File: src/hdl/sorted_key_value_insert_table_macros.svh
// Assertion macros shared by the table RTL.
`ifndef SORTED_KEY_VALUE_INSERT_TABLE_MACROS_SVH
`define SORTED_KEY_VALUE_INSERT_TABLE_MACROS_SVH

// Same-cycle implication, checked outside reset.
`define SKVI_ASSERT_NOW(lbl, clk, rst, ante, cons) \
   lbl: assert property (@(posedge clk) disable iff (rst) (ante) |-> (cons)) \
      else $error("sorted table check failed");

// Next-cycle implication, checked outside reset.
`define SKVI_ASSERT_NEXT(lbl, clk, rst, ante, cons) \
   lbl: assert property (@(posedge clk) disable iff (rst) (ante) |=> (cons)) \
      else $error("sorted table check failed");

`endif

File: src/hdl/skvi_pkg.sv
`timescale 1ns / 1ps
`default_nettype none

package skvi_pkg;

   localparam int CAPACITY = 64;
   localparam int KEY_W    = 31;
   localparam int ID_W     = 31;
   localparam int COUNT_W  = $clog2(CAPACITY + 1);

   typedef enum logic {
      CMD_INSERT = 1'b0,
      CMD_DRAIN  = 1'b1
   } command_type;

   typedef enum logic [1:0] {
      STATUS_ENTRY = 2'd0,
      STATUS_FULL  = 2'd1,
      STATUS_EMPTY = 2'd2
   } status_type;

   typedef enum logic {
      ST_IDLE  = 1'b0,
      ST_DRAIN = 1'b1
   } state_type;

   typedef struct packed {
      command_type       command;
      logic [KEY_W-1:0]  sort_key;
      logic [ID_W-1:0]   record_id;
   } req_type;

   typedef struct packed {
      logic [KEY_W-1:0]  out_key;
      logic [ID_W-1:0]   out_id;
      status_type        status;
      logic              last;
   } rsp_type;

   // Broadcast to every cell of the chain.
   typedef struct packed {
      logic              insert;
      logic              shift;
      logic [KEY_W-1:0]  new_key;
      logic [ID_W-1:0]   new_id;
   } cell_ctrl_type;

endpackage

`default_nettype wire

File: src/hdl/skvi_cell.sv
`timescale 1ns / 1ps
`default_nettype none

module skvi_cell (
   input  wire logic                          clock,
   input  wire skvi_pkg::cell_ctrl_type       ctrl,
   input  wire logic                          occupied,
   input  wire logic                          left_keep,
   input  wire logic [skvi_pkg::KEY_W-1:0]    left_key,
   input  wire logic [skvi_pkg::ID_W-1:0]     left_id,
   input  wire logic [skvi_pkg::KEY_W-1:0]    right_key,
   input  wire logic [skvi_pkg::ID_W-1:0]     right_id,
   output logic                               keep,
   output logic [skvi_pkg::KEY_W-1:0]         key,
   output logic [skvi_pkg::ID_W-1:0]          id
);

   logic [skvi_pkg::KEY_W-1:0] key_ff, key_in;
   logic [skvi_pkg::ID_W-1:0]  id_ff, id_in;

   // Stay put while the stored key is strictly smaller than the new one.
   assign keep = occupied && (key_ff < ctrl.new_key);

   always_comb begin
      key_in = key_ff;
      id_in  = id_ff;
      if (ctrl.insert) begin
         if (keep) begin
            key_in = key_ff;
            id_in  = id_ff;
         end else if (left_keep) begin
            key_in = ctrl.new_key;
            id_in  = ctrl.new_id;
         end else begin
            key_in = left_key;
            id_in  = left_id;
         end
      end else if (ctrl.shift) begin
         key_in = right_key;
         id_in  = right_id;
      end
   end

   always_ff @(posedge clock) begin
      key_ff <= key_in;
      id_ff  <= id_in;
   end

   assign key = key_ff;
   assign id  = id_ff;

endmodule

`default_nettype wire

File: config.mk
export PLATFORM = sky130hd
export DESIGN_NAME = skvi_cell
export DESIGN_NICKNAME = d
export VERILOG_FILES = /design/src/hdl/sorted_key_value_insert_table_macros.svh /design/src/hdl/skvi_pkg.sv /design/src/hdl/skvi_cell.sv
export SDC_FILE = /design/constraint.sdc
export NUM_CORES = 1
export LEC_CHECK = 0
export ABC_AREA = 1
export BUFFER_PORTS_ARGS = -buffer_cell sky130_fd_sc_hd__buf_4
export CORE_MARGIN = 2
export CORE_UTILIZATION = 35
export DETAILED_ROUTE_END_ITERATION = 12
export GPL_ROUTABILITY_DRIVEN = 0
export PLACE_DENSITY = 0.68
export SYNTH_ARGS = -nofsm -noshare
export SYNTH_HDL_FRONTEND = slang
export SYNTH_SLANG_ARGS = --single-unit
File: constraint.sdc
create_clock -name clock -period 6.7 [get_ports clock]
set_input_delay 2.01 -clock clock [delete_from_list [all_inputs] [get_ports clock]]
set_output_delay 2.01 -clock clock [all_outputs]
set_load 0.01 [all_outputs]
==> summary.md <==
| Metric | Value |
|---|---|
| Final WL | 12700 um |
| Minimum setup slack after placement | 1.47 ns |
| Synth unique cells | 21 |
| Main flop type after synthesis | edfxtp_1 |
| Sequential cell area fraction in the yosys report | 47.0% |
| Clock tree from TritonCTS | yes |
| Logic pwr share | 24.8% |
| Filler Cell Count | 1000 |
| Switching Fraction | 26.2% |
| Non-filler cells in the finished layout | 871 |
| Fraction of final layout cells sized beyond drive strength 1 | 38.7% |
| Kind of start point of the critical path | input port |
| Global-route wire length before repair | 20500 um |
| Top Ports | 254 |
| Area post-placement | 5920 sq um |
| Maximum clock path buffer count | 2 |
| Width of the die | 110 um |
| Antenna-violating nets left | 0 |
| Clock-pin slew on the worst setup and hold paths | 0.05 ns |
| Maximum clock skew at final layout | 0.00863 ns |
| Crit path max-delay cell type | ha_1 |
| Number of detailed-route iterations in the first pass | 4 |
| Max stage delay on crit path | 0.32 ns |
| Detail-routed net length per standard cell | 14.6 um |
| Routed vias/inst | 4.80 |
| Final period demand of the worst path | 5.22 ns |
| DRC violations left | 0 |
| Post-Syn Nets | 707 |
| Most common cell after layout, fill and taps aside | buf_4 |
| Routed vias | 4179 |
| Run status | complete, no violations |
| Setup repair after global routing missed its margin | false |
| Data required time of the worst path | 4.69 ns |
| HP Class | reg -> reg |
| Tightest Pin Transition | 1.10 ns |
| Design internal power | 976 uW |
| Post_cts resized | 0 |
| Area of the multi-input gates | 1800 sq um |
| Worst setup path startpoint | ctrl[59] |
| Data arrival at the endpoint of the critical path | 3.21 ns |
| Total buffers and inverters traversed by the critical path | 4 |
| Quantity of I/O buffers inserted on ports | 253 |
| Diodes inserted | 0 |
| Post-CTS setup-driven buffer insertion count | 0 |
| Critical path, cell by cell | buf_4, inv_1, ha_1, nand2_1, nor2_4, nand2_2, nor2_2, nand2_1, nand2_1, nor2_1, nand2_2, inv_1, buf_4 |
| Per-instance average area after synthesis | 8.16 sq um |
| Number of buffers added by the clock tree synthesis step | 9 |
| Height of the die | 110 um |
| Maximum number of pins on one net before global-route repair | 65 |
| Global-route usage over all layers | 20.6% |
| Detailed-placement wirelength estimate | 9660 um |
| Final Cell Area | 6240 sq um |
| Peak ir drop on the vdd network | 0.000186 V |
| Mapped Area | 3970 sq um |
| Type of the worst setup path | in -> out |
| Startpoint of the worst register-to-register path | key[28] |
| Number of instances in the placed design | 855 |
| Number of warnings issued by yosys | 0 |
| Proportion of power drawn by flip-flops and latches | 37.8% |
| Count of endpoints failing hold in the final timing report | 0 |
| Vias in the first global route | 4310 |
| Placeable Area | 10900 sq um |
| Clk root buf | clkbuf_16 |
| Max Clk Rate | 192 MHz |
| Worst-Skew Late Latency | 0.32 ns |
| Growth of design area from synthesis to finish | 57.5% |
| Final total negative setup slack | 0 ns |
| H-tree depth | 3 |
| Clock Sink Count | 62 |
| Hold Crit Start | key[15] |
| Hold buffer count at cts | 0 |
| Flop and latch count out of synthesis | 62 |
| Share of the core filled with cells in the final layout | 57.1% |
| Number of antenna violations at the first check in global routing | 0 |
| Post-synth EDFFs | 62 |
| Psw | 347 uW |
| Cell row count | 38 |
| Post-Synthesis Cells | 486 |
| First DRT Iteration DRCs | 222 |
| Number of nets at the end of the flow | 947 |
| Proportion of synthesized flip-flops having asynchronous set or reset | 0% |
| Highest net fanout along the worst path | 3 |
| Most prevalent standard cell on the critical path | nand2_1 |
| Worst rel slew slack | 26.9% |
| Post-route worst setup slack | 1.48 ns |
| Max Cap Violations | 0 |
| Post-route fraction of the period consumed by the critical path | 77.9% |
| Max Transition Viols Final | 0 |
| Register area | 1860 sq um |
| Power density relative to cell area | 212 nW/um^2 |
| Clock power frac | 37.5% |
| Reported leakage power | 0.00303 uW |
| Commonest cells after routing, fill and taps aside | buf_4, o21ai_1, nand2_1, nor2_1, edfxtp_1 |
| Grt ovf | 0 |
| Critical path capture point type | output pin |
| Delay-heaviest family, CP | simple AND/OR/NAND/NOR gates |
| Starting density of the core | 36.3% |
| Full die area | 12200 sq um |
| Count of final setup violators | 0 |
[kinds of logic (layout without fill, tap and decap cells)]
logic type	count (synthesis)	count (layout)	synth area share (%)
adders and majority gates	30	30	9.47
DFF	62	62	47.0
buffers and inverters	71	316	7.70
AOI/OAI and AO/OA	137	137	17.5
and+or+nand+nor	186	186	18.4
[cell type report]
type	count	area share (%)
clock buffer	9	3.61
clock inverter	7	1.56
inverter	45	2.71
multi-input combinational	353	28.8
sequential	62	29.8
tap	140	2.81
timing repair buffer	255	30.7
[power by group through the flow]
stage               Combinational, uW  Clock (uW)  Sequential [uW]
global placement                  326           0              506
detailed placement                331           0              508
finish                            328         496              500
global route                      365         523              505
CTS                               332         508              500
floorplan                         125           0              527
[metrics by stage]
stage                     power [uW]  hold WS (ns)
final                           1320          1.77
after global routing            1390          1.92
after CTS                       1340          1.83
after detailed placement         838          1.82
after global placement           831          1.75
after floorplan                  652          2.21
[synth_stat cells, types with 2 or more instances]
master | count | area (sq um)
a21oi_1 | 10 | 50.1
inv_1 | 41 | 154
inv_2 | 3 | 11.3
edfxtp_1 | 62 | 1860
nand2_1 | 107 | 402
nand2_2 | 3 | 18.8
nor2_1 | 67 | 251
ha_1 | 30 | 375
nand3_1 | 2 | 10.0
buf_2 | 25 | 125
o21ai_1 | 114 | 571
nor2_2 | 3 | 18.8
o21ai_0 | 11 | 55.1
[worst min-delay path, delay by kind of cell (launching register included)]
kind	cells	cell delay, ns
simple gates	6	0.82
flops	1	0.35
fa+ha+maj	1	0.24
[flip-flops by register name, summed over array words and instances, names as in the netlist]
register / flops
id: 31
key: 31
[metal layers]
layer | up-vias | wire length, um | track usage (%) | part of all wire, %
li1 | 2110 | - | - | -
met1 | 1848 | 5090 | 22.9 | 40
met2 | 195 | 6250 | 36.4 | 49
met3 | 26 | 1020 | 7.08 | 8.0
met4 | 0 | 329 | 7.50 | 2.6
met5 | - | 0 | 0 | 0
[worst paths after layout]
kind / end / slack (ns) / cells after the start
min reg2reg: key[22] / 1.77 / 7
max: keep / 1.48 / 13
min: key[22] / 1.77 / 7
max reg2reg: key[28] / 3.81 / 12
(Power assumes the default switching activity.)
